===== config.mk =====
export PLATFORM = sky130hd
export DESIGN_NAME = hsl_to_rgb_converter
export DESIGN_NICKNAME = d
export VERILOG_FILES = /design/src/hdl/hsl2rgb_pkg.sv /design/src/hdl/hsl_to_rgb_converter.sv
export SDC_FILE = /design/constraint.sdc
export NUM_CORES = 2
export LEC_CHECK = 0
export ABC_AREA = 1
export BUFFER_PORTS_ARGS = -buffer_cell sky130_fd_sc_hd__buf_2
export CORE_MARGIN = 2
export CORE_UTILIZATION = 50
export CTS_CLUSTER_SIZE = 8
export DETAILED_ROUTE_END_ITERATION = 10
export GPL_ROUTABILITY_DRIVEN = 0
export PLACE_DENSITY = 0.77
export REMOVE_ABC_BUFFERS = 1
export SYNTH_ARGS = -nofsm -noshare
export SYNTH_HDL_FRONTEND = slang
export SYNTH_SLANG_ARGS = --single-unit
export TNS_END_PERCENT = 50

===== constraint.sdc =====
create_clock -name clk -period 8.3 [get_ports clk]
set_input_delay 0 -clock clk [delete_from_list [all_inputs] [get_ports clk]]
set_output_delay 0 -clock clk [all_outputs]
set_load 0.005 [all_outputs]

===== src/hdl/hsl2rgb_pkg.sv =====
// ============================================================================
// hsl2rgb_pkg
// Shared types, constants and helpers for the HSL to RGB pixel converter.
// ============================================================================
`default_nettype none

package hsl2rgb_pkg;

    // Port field widths
    localparam int HUE_W = 9;
    localparam int PCT_W = 15;
    localparam int CHAN_W = 8;

    localparam int PCT_FRAC_BITS_DEFAULT = 8;

    // Unsigned Q1.16 fractions, 1.0 held as 65536
    localparam int FRAC_BITS = 16;
    localparam int FRAC_W = FRAC_BITS + 1;

    typedef logic [HUE_W-1:0] angle_t;
    typedef logic [FRAC_W-1:0] frac_t;
    typedef logic [CHAN_W-1:0] chan_t;
    typedef logic [5:0] ramp_t;

    localparam angle_t HUE_MAX = 9'd360;
    localparam angle_t HUE_THIRD = 9'd120;
    localparam angle_t HUE_TWO_THIRDS = 9'd240;
    localparam angle_t SEG_RISE_END = 9'd60;
    localparam angle_t SEG_FLAT_END = 9'd180;
    localparam angle_t SEG_FALL_END = 9'd240;
    localparam ramp_t RAMP_FULL = 6'd60;

    localparam frac_t FRAC_ONE = 17'd65536;
    localparam frac_t FRAC_HALF = 17'd32768;

    // Scaled percent (always < 2^23 after the shift) divided by 100 via reciprocal
    localparam int PCT_NUM_W = 23;
    localparam int PCT_SHIFT = 30;
    localparam logic [23:0] PCT_RECIP = 24'd10737419;

    // Final scale: round(base * 255 / (60 * 65536))
    localparam logic [7:0] SCALE_255 = 8'd255;
    localparam int BASE_W = 22;
    localparam logic [29:0] ROUND_BIAS = 30'd1966080;
    localparam int DIV60_SHIFT = 20;
    localparam logic [14:0] DIV60_RECIP = 15'd17477;
    localparam chan_t CHAN_MAX = 8'd255;

    // Ramp position 0..60 for a channel angle 0..360
    function automatic ramp_t ramp_pos(input angle_t a);
        angle_t fall;
        fall = SEG_FALL_END - a;
        if (a < SEG_RISE_END)
            return a[5:0];
        else if (a < SEG_FLAT_END)
            return RAMP_FULL;
        else if (a < SEG_FALL_END)
            return fall[5:0];
        else
            return '0;
    endfunction

endpackage

`default_nettype wire


===== src/hdl/hsl_to_rgb_converter.sv =====
// ============================================================================
// hsl_to_rgb_converter
// Seven-stage pipelined HSL to 8-bit RGB conversion.
// ============================================================================
// Throughput: one pixel per cycle while rgb_ready holds; each stage holds one pixel and advances
// whenever the stage after it is free, so bubbles are squeezed out on stall.
// Reset: rst_n clears all stage valid bits; datapath registers are not reset.
`default_nettype none

module hsl_to_rgb_converter #(
    parameter int PERCENT_FRACTION_BITS = hsl2rgb_pkg::PCT_FRAC_BITS_DEFAULT
) (
    input  logic                             clk,
    input  logic                             rst_n,
    input  logic                             pix_valid,
    output logic                             pix_ready,
    input  logic [hsl2rgb_pkg::HUE_W-1:0]    hue,
    input  logic [hsl2rgb_pkg::PCT_W-1:0]    saturation,
    input  logic [hsl2rgb_pkg::PCT_W-1:0]    lightness,
    output logic                             rgb_valid,
    input  logic                             rgb_ready,
    output logic [hsl2rgb_pkg::CHAN_W-1:0]   red,
    output logic [hsl2rgb_pkg::CHAN_W-1:0]   green,
    output logic [hsl2rgb_pkg::CHAN_W-1:0]   blue
);
    import hsl2rgb_pkg::*;

    localparam int NUM_STAGES = 7;
    localparam int PCT_FULL_INT = 100 << PERCENT_FRACTION_BITS;
    localparam logic [19:0] PCT_FULL = 20'(PCT_FULL_INT);

    // ------------------------------------------------------------------
    // Stage flow control
    // ------------------------------------------------------------------
    logic [NUM_STAGES-1:0] valid_reg;
    logic [NUM_STAGES-1:0] adv;

    always_comb
    begin
        adv[NUM_STAGES-1] = !valid_reg[NUM_STAGES-1] || rgb_ready;
        for (int k = NUM_STAGES - 2; k >= 0; k--)
        begin
            adv[k] = !valid_reg[k] || adv[k+1];
        end
    end

    assign pix_ready = adv[0];
    assign rgb_valid = valid_reg[NUM_STAGES-1];

    always_ff @(posedge clk or negedge rst_n)
    begin
        if (!rst_n)
        begin
            valid_reg <= '0;
        end
        else
        begin
            if (adv[0])
            begin
                valid_reg[0] <= pix_valid;
            end
            for (int k = 1; k < NUM_STAGES; k++)
            begin
                if (adv[k])
                begin
                    valid_reg[k] <= valid_reg[k-1];
                end
            end
        end
    end

    // ------------------------------------------------------------------
    // Stage 1: clamp inputs, scale percent to numerator of /100
    // ------------------------------------------------------------------
    logic [PCT_W-1:0]     sat_cl;
    logic [PCT_W-1:0]     lit_cl;
    logic [30:0]          sat_wide;
    logic [30:0]          lit_wide;
    angle_t               hue_cl;

    angle_t               hue1_reg;
    logic                 zero1_reg;
    logic [PCT_NUM_W-1:0] satn1_reg;
    logic [PCT_NUM_W-1:0] litn1_reg;

    always_comb
    begin
        sat_cl = (20'(saturation) > PCT_FULL) ? PCT_FULL[PCT_W-1:0] : saturation;
        lit_cl = (20'(lightness) > PCT_FULL) ? PCT_FULL[PCT_W-1:0] : lightness;
        sat_wide = {sat_cl, 16'b0} >> PERCENT_FRACTION_BITS;
        lit_wide = {lit_cl, 16'b0} >> PERCENT_FRACTION_BITS;
        hue_cl = (hue > HUE_MAX) ? HUE_MAX : hue;
    end

    always_ff @(posedge clk)
    begin
        if (adv[0])
        begin
            hue1_reg  <= hue_cl;
            zero1_reg <= (saturation == '0);
            satn1_reg <= sat_wide[PCT_NUM_W-1:0];
            litn1_reg <= lit_wide[PCT_NUM_W-1:0];
        end
    end

    // ------------------------------------------------------------------
    // Stage 2: divide by 100 through reciprocal multiply
    // ------------------------------------------------------------------
    logic [PCT_NUM_W+23:0] sat_prod;
    logic [PCT_NUM_W+23:0] lit_prod;

    angle_t hue2_reg;
    logic   zero2_reg;
    frac_t  s2_reg;
    frac_t  l2_reg;

    assign sat_prod = satn1_reg * PCT_RECIP;
    assign lit_prod = litn1_reg * PCT_RECIP;

    always_ff @(posedge clk)
    begin
        if (adv[1])
        begin
            hue2_reg  <= hue1_reg;
            zero2_reg <= zero1_reg;
            s2_reg    <= sat_prod[PCT_SHIFT +: FRAC_W];
            l2_reg    <= lit_prod[PCT_SHIFT +: FRAC_W];
        end
    end

    // ------------------------------------------------------------------
    // Stage 3: l * s
    // ------------------------------------------------------------------
    logic [2*FRAC_W-1:0] ls_prod;

    angle_t hue3_reg;
    logic   zero3_reg;
    frac_t  s3_reg;
    frac_t  l3_reg;
    frac_t  ls3_reg;

    assign ls_prod = l2_reg * s2_reg;

    always_ff @(posedge clk)
    begin
        if (adv[2])
        begin
            hue3_reg  <= hue2_reg;
            zero3_reg <= zero2_reg;
            s3_reg    <= s2_reg;
            l3_reg    <= l2_reg;
            ls3_reg   <= ls_prod[FRAC_BITS +: FRAC_W];
        end
    end

    // ------------------------------------------------------------------
    // Stage 4: the two temporaries, and grey level
    // ------------------------------------------------------------------
    logic signed [FRAC_W+1:0] t1_s;
    logic signed [FRAC_W+1:0] t2_s;
    frac_t                    t1;
    frac_t                    t2;
    logic [FRAC_W+7:0]        grey_prod;
    chan_t                    grey;

    angle_t hue4_reg;
    logic   zero4_reg;
    frac_t  t1_4_reg;
    frac_t  t2_4_reg;
    chan_t  grey4_reg;

    always_comb
    begin
        if (l3_reg < FRAC_HALF)
            t1_s = $signed({2'b0, l3_reg}) + $signed({2'b0, ls3_reg});
        else
            t1_s = $signed({2'b0, l3_reg}) + $signed({2'b0, s3_reg})
                   - $signed({2'b0, ls3_reg});

        if (t1_s < 0)
            t1 = '0;
        else if (t1_s > $signed({2'b0, FRAC_ONE}))
            t1 = FRAC_ONE;
        else
            t1 = t1_s[FRAC_W-1:0];

        t2_s = $signed({1'b0, l3_reg, 1'b0}) - $signed({2'b0, t1});
        if (t2_s < 0)
            t2 = '0;
        else if (t2_s > $signed({2'b0, FRAC_ONE}))
            t2 = FRAC_ONE;
        else
            t2 = t2_s[FRAC_W-1:0];

        // truncated grey, l = 1.0 lands exactly on 255
        grey_prod = l3_reg * SCALE_255;
        grey = (grey_prod[FRAC_W+7:FRAC_BITS] > 9'(CHAN_MAX))
               ? CHAN_MAX : grey_prod[FRAC_BITS +: CHAN_W];
    end

    always_ff @(posedge clk)
    begin
        if (adv[3])
        begin
            hue4_reg  <= hue3_reg;
            zero4_reg <= zero3_reg;
            t1_4_reg  <= t1;
            t2_4_reg  <= t2;
            grey4_reg <= grey;
        end
    end

    // ------------------------------------------------------------------
    // Stage 5: per channel angle and ramp, base = t2*60 + (t1-t2)*x
    // ------------------------------------------------------------------
    angle_t                   ang [3];
    ramp_t                    xpos [3];
    logic signed [FRAC_W:0]   diff;
    logic signed [24:0]       t2x60;
    logic signed [24:0]       dx [3];
    logic signed [24:0]       base_s [3];
    logic [BASE_W-1:0]        base [3];

    logic              zero5_reg;
    chan_t             grey5_reg;
    logic [BASE_W-1:0] base5_reg [3];

    always_comb
    begin
        // red = hue + 120, green = hue, blue = hue - 120, wrapped into 0..360
        ang[0] = (hue4_reg > HUE_TWO_THIRDS) ? hue4_reg - HUE_TWO_THIRDS
                                             : hue4_reg + HUE_THIRD;
        ang[1] = hue4_reg;
        ang[2] = (hue4_reg < HUE_THIRD) ? hue4_reg + HUE_TWO_THIRDS
                                        : hue4_reg - HUE_THIRD;

        diff  = $signed({1'b0, t1_4_reg}) - $signed({1'b0, t2_4_reg});
        t2x60 = 25'($signed({1'b0, t2_4_reg})) * 25'sd60;

        for (int c = 0; c < 3; c++)
        begin
            xpos[c]   = ramp_pos(ang[c]);
            dx[c]     = 25'(diff) * 25'($signed({1'b0, xpos[c]}));
            base_s[c] = t2x60 + dx[c];
            base[c]   = (base_s[c] < 0) ? '0 : base_s[c][BASE_W-1:0];
        end
    end

    always_ff @(posedge clk)
    begin
        if (adv[4])
        begin
            zero5_reg <= zero4_reg;
            grey5_reg <= grey4_reg;
            for (int c = 0; c < 3; c++)
            begin
                base5_reg[c] <= base[c];
            end
        end
    end

    // ------------------------------------------------------------------
    // Stage 6: scale by 255, add half, drop the 2^16 part of the divisor
    // ------------------------------------------------------------------
    logic [29:0] scaled [3];

    logic        zero6_reg;
    chan_t       grey6_reg;
    logic [13:0] z6_reg [3];

    always_comb
    begin
        for (int c = 0; c < 3; c++)
        begin
            scaled[c] = 30'(base5_reg[c]) * 30'(SCALE_255) + ROUND_BIAS;
        end
    end

    always_ff @(posedge clk)
    begin
        if (adv[5])
        begin
            zero6_reg <= zero5_reg;
            grey6_reg <= grey5_reg;
            for (int c = 0; c < 3; c++)
            begin
                z6_reg[c] <= scaled[c][FRAC_BITS +: 14];
            end
        end
    end

    // ------------------------------------------------------------------
    // Stage 7: divide by 60 via reciprocal, clamp, select grey
    // ------------------------------------------------------------------
    logic [28:0] qprod [3];
    logic [8:0]  quot [3];
    chan_t       chan [3];

    chan_t red_reg;
    chan_t green_reg;
    chan_t blue_reg;

    always_comb
    begin
        for (int c = 0; c < 3; c++)
        begin
            qprod[c] = z6_reg[c] * DIV60_RECIP;
            quot[c]  = qprod[c][DIV60_SHIFT +: 9];
            chan[c]  = (quot[c] > 9'(CHAN_MAX)) ? CHAN_MAX : quot[c][CHAN_W-1:0];
        end
    end

    always_ff @(posedge clk)
    begin
        if (adv[6])
        begin
            red_reg   <= zero6_reg ? grey6_reg : chan[0];
            green_reg <= zero6_reg ? grey6_reg : chan[1];
            blue_reg  <= zero6_reg ? grey6_reg : chan[2];
        end
    end

    assign red   = red_reg;
    assign green = green_reg;
    assign blue  = blue_reg;

endmodule

`default_nettype wire


==> results.json <==
{
  "ctsLongestPathBuffers": 3,
  "crit_fanout": 8,
  "cts_tree": "done",
  "r2r_slack_ps": 350,
  "fin_area_sq_um": 76300,
  "fin_skew_ps": 38.3,
  "io_pins": 69,
  "start_util_pct": 50.4,
  "holdPathStages": 2,
  "post-route-period-util_pct": 95.8,
  "vias": 51400,
  "wl_per_cell_microns": 16.5,
  "cpMostUsedCell": "nand2_1",
  "synth-seq-cells": 354,
  "clk_latency_ps": 650,
  "dr.pass1.iters": 6,
  "synthFlopType": "edfxtp_1",
  "cp.required_ps": 8810,
  "ys_seq_area_share_pct": 14.9,
  "syn2layout_area_growth_pct": 6.90,
  "final_cell_count_no_fill": 9760,
  "fin_setup_tns_ps": 0,
  "portBuffers": 68,
  "end_kind": "flop",
  "clkSlewWorstSetupHoldPaths_ps": 70,
  "hpwl_microns": 135000,
  "cpMaxStageDelayCell": "fa_1",
  "slew_violations": 0,
  "cp-start-kind": "flop",
  "syn_inst": 7707,
  "synth.area.top_cells": "fa_1 (34%), ha_1 (20%), edfxtp_1 (15%)",
  "avgSynthCellArea_sq_um": 9.26,
  "grt_max_degree": 77,
  "synth_top_area_share_pct": 34.0,
  "drc": 0,
  "rr_worst_depth": 43,
  "cp.arrival_ps": 8460,
  "ant_nets": 0,
  "worstHoldPathType": "in2reg",
  "synth_top_area_cell": "fa_1",
  "status": "complete, no violations",
  "worst_pin_slew_ps": 1190,
  "htreeDepth": 2,
  "worstSetupPathType": "reg2reg",
  "grt_antenna_before_repair": 4,
  "place_area_sq_um": 74100,
  "synth_area_sq_um": 71300,
  "num_rows": 138,
  "slew-limit-headroom_pct": 20.5,
  "finalCriticalPeriod_ps": 7950,
  "ys.warnings.count": 0,
  "placed_cells": 9610,
  "r2r_end": "base5_reg[0][21]",
  "overflow": 0,
  "core_area_sq_um": 142000,
  "gr-usage-all-layers_pct": 22.7,
  "hold_viol": 0,
  "post-route-util_pct": 53.9,
  "timing.rr.start": "hue4_reg[3]",
  "routed_wl_microns": 162000,
  "clock.fmax_mhz": 126,
  "fillers": 12000,
  "cts_num_sinks": 354,
  "fin_nets": 10200,
  "grt_pass1_wl_microns": 269000,
  "grt_pass1_vias": 55600,
  "final-setup-viol-count": 0,
  "rsz0062_at_grt": "yes",
  "drive_above_1_share_pct": 3.96,
  "cts_buffers": 53,
  "synth-edff-count": 347,
  "viasPerCell": 5.26,
  "n_antenna_cell": 0,
  "regArea_sq_um": 10600,
  "min-delay-start": "lightness[13]",
  "min_to": "litn1_reg[21]",
  "slowest_delay_ps": 600,
  "ys_types": 61,
  "drt_iter0_markers": 3411,
  "die_area_sq_um": 146000,
  "cap_viol_max_count": 0,
  "die_y_microns": 382,
  "die_w_microns": 382,
  "multi_input_comb_area_sq_um": 52500,
  "largest_reg_flops": 66,
  "synthArstFlopShare_pct": 1.98,
  "cts_root_buffer": "clkbuf_16"
}
==> layer usage <==
layer  part of all wire [%]  vias up  track usage [%]  wire, microns
met5                 0.0080        -                0             13
met4                    4.5        2             9.51           7240
met3                    6.5      454             3.07          10400
met2                     50     1730             40.2          80300
met1                     39    25200             27.6          63500
li1                       -    23900                -              -
==> worst max-delay path, delay by kind of cell (launching register included) <==
family          cells  cell delay, ps
fa+ha+maj           6            2530
xor+xnor            2             560
flops               1             490
compound gates      8            1580
buf+inv            10            1020
simple gates       17            1670
==> synthesized netlist by cell type (5+ instances only) <==
library cell,count
inv_1,2053
fa_1,1211
ha_1,1156
nand2_1,983
nor2_1,524
a21oi_1,347
edfxtp_1,347
o21ai_0,169
xor2_1,162
nand3_1,158
clkbuf_1,106
xnor2_1,87
nand4_1,41
nor3_1,33
a21o_1,28
o21bai_1,28
nand2_2,21
a31oi_1,20
a211oi_1,17
inv_2,17
nor4_1,16
o21a_1,15
nor2_2,13
or2_2,13
a21boi_0,12
o21ai_1,12
clkinv_1,10
o221ai_1,10
buf_2,9
nand3b_1,8
dfrtp_1,7
o211ai_1,6
a22oi_1,5
o21ai_2,5
==> cells in the final DEF, fill, tap and decap left out, types with 20 or more instances in the layout <==
| cell | n |
|---|---|
| a31oi_1 | 20 |
| nand4_1 | 41 |
| fa_1 | 1211 |
| xor2_1 | 161 |
| nand3_1 | 158 |
| ha_1 | 1156 |
| buf_4 | 75 |
| a21o_1 | 28 |
| o21ai_0 | 163 |
| a21oi_1 | 347 |
| inv_2 | 23 |
| nor2_1 | 524 |
| clkbuf_16 | 53 |
| inv_1 | 2047 |
| nand2_1 | 982 |
| edfxtp_1 | 347 |
| buf_2 | 68 |
| dlygate4sd3_1 | 49 |
| nor3_1 | 33 |
| xnor2_1 | 85 |
| clkbuf_1 | 30 |
| nand2_2 | 22 |
| o21bai_1 | 28 |
==> per-stage QoR <==
stage | setup slack (ps) | hold slack, ps
finish | 349 | 120
global placement | 218 | -93.5
CTS | 9.39 | 62.4
floorplan | 492 | -296
global route | -147 | 108
detailed placement | 74.6 | -93.7
==> area by class of cell <==
cell class	instances	area share (%)
Multi-Input combinational cell	5149	68.9
Sequential cell	354	13.9
Inverter	2080	10.2
Tap cell	1890	3.10
Clock buffer	83	1.89
Timing Repair Buffer	194	1.88
Clock inverter	10	0.141
==> worst max path at each step <==
| stage | start | to | cells after the start |
|---|---|---|---|
| final | hue4_reg[3] | base5_reg[0][21] | 43 |
| after global routing | hue4_reg[3] | base5_reg[0][21] | 44 |
| after CTS | t2_4_reg[0] | base5_reg[0][43] | 38 |
| after detailed placement | t2_4_reg[0] | base5_reg[0][42] | 38 |
| after global placement | t2_4_reg[0] | base5_reg[0][43] | 38 |
| after floorplan | t2_4_reg[0] | base5_reg[0][42] | 36 |
==> repair_timing <==
action,4_1_cts,5_1_grt
buffers inserted,0,7
setup endpoints to repair,0,66
hold buffers,49,0
gates resized for setup,0,18
hold endpoints to repair,48,0
==> kinds of logic (layout without fill, tap and decap cells) <==
logic type | after synthesis | count (layout) | share of synthesized area [%]
flip-flops | 354 | 354 | 14.9
AO/OA/AOI/OAI | 707 | 707 | 5.70
buffers and inverters | 2205 | 2367 | 11.7
AND/OR/NAND/NOR | 1824 | 1824 | 10.4
adder cells (fa/ha/maj) | 2367 | 2367 | 54.3
XOR/XNOR | 250 | 251 | 3.08
Power is not shown: default switching activity piles up to over one toggle a cycle in this logic, so the estimate is an artifact.
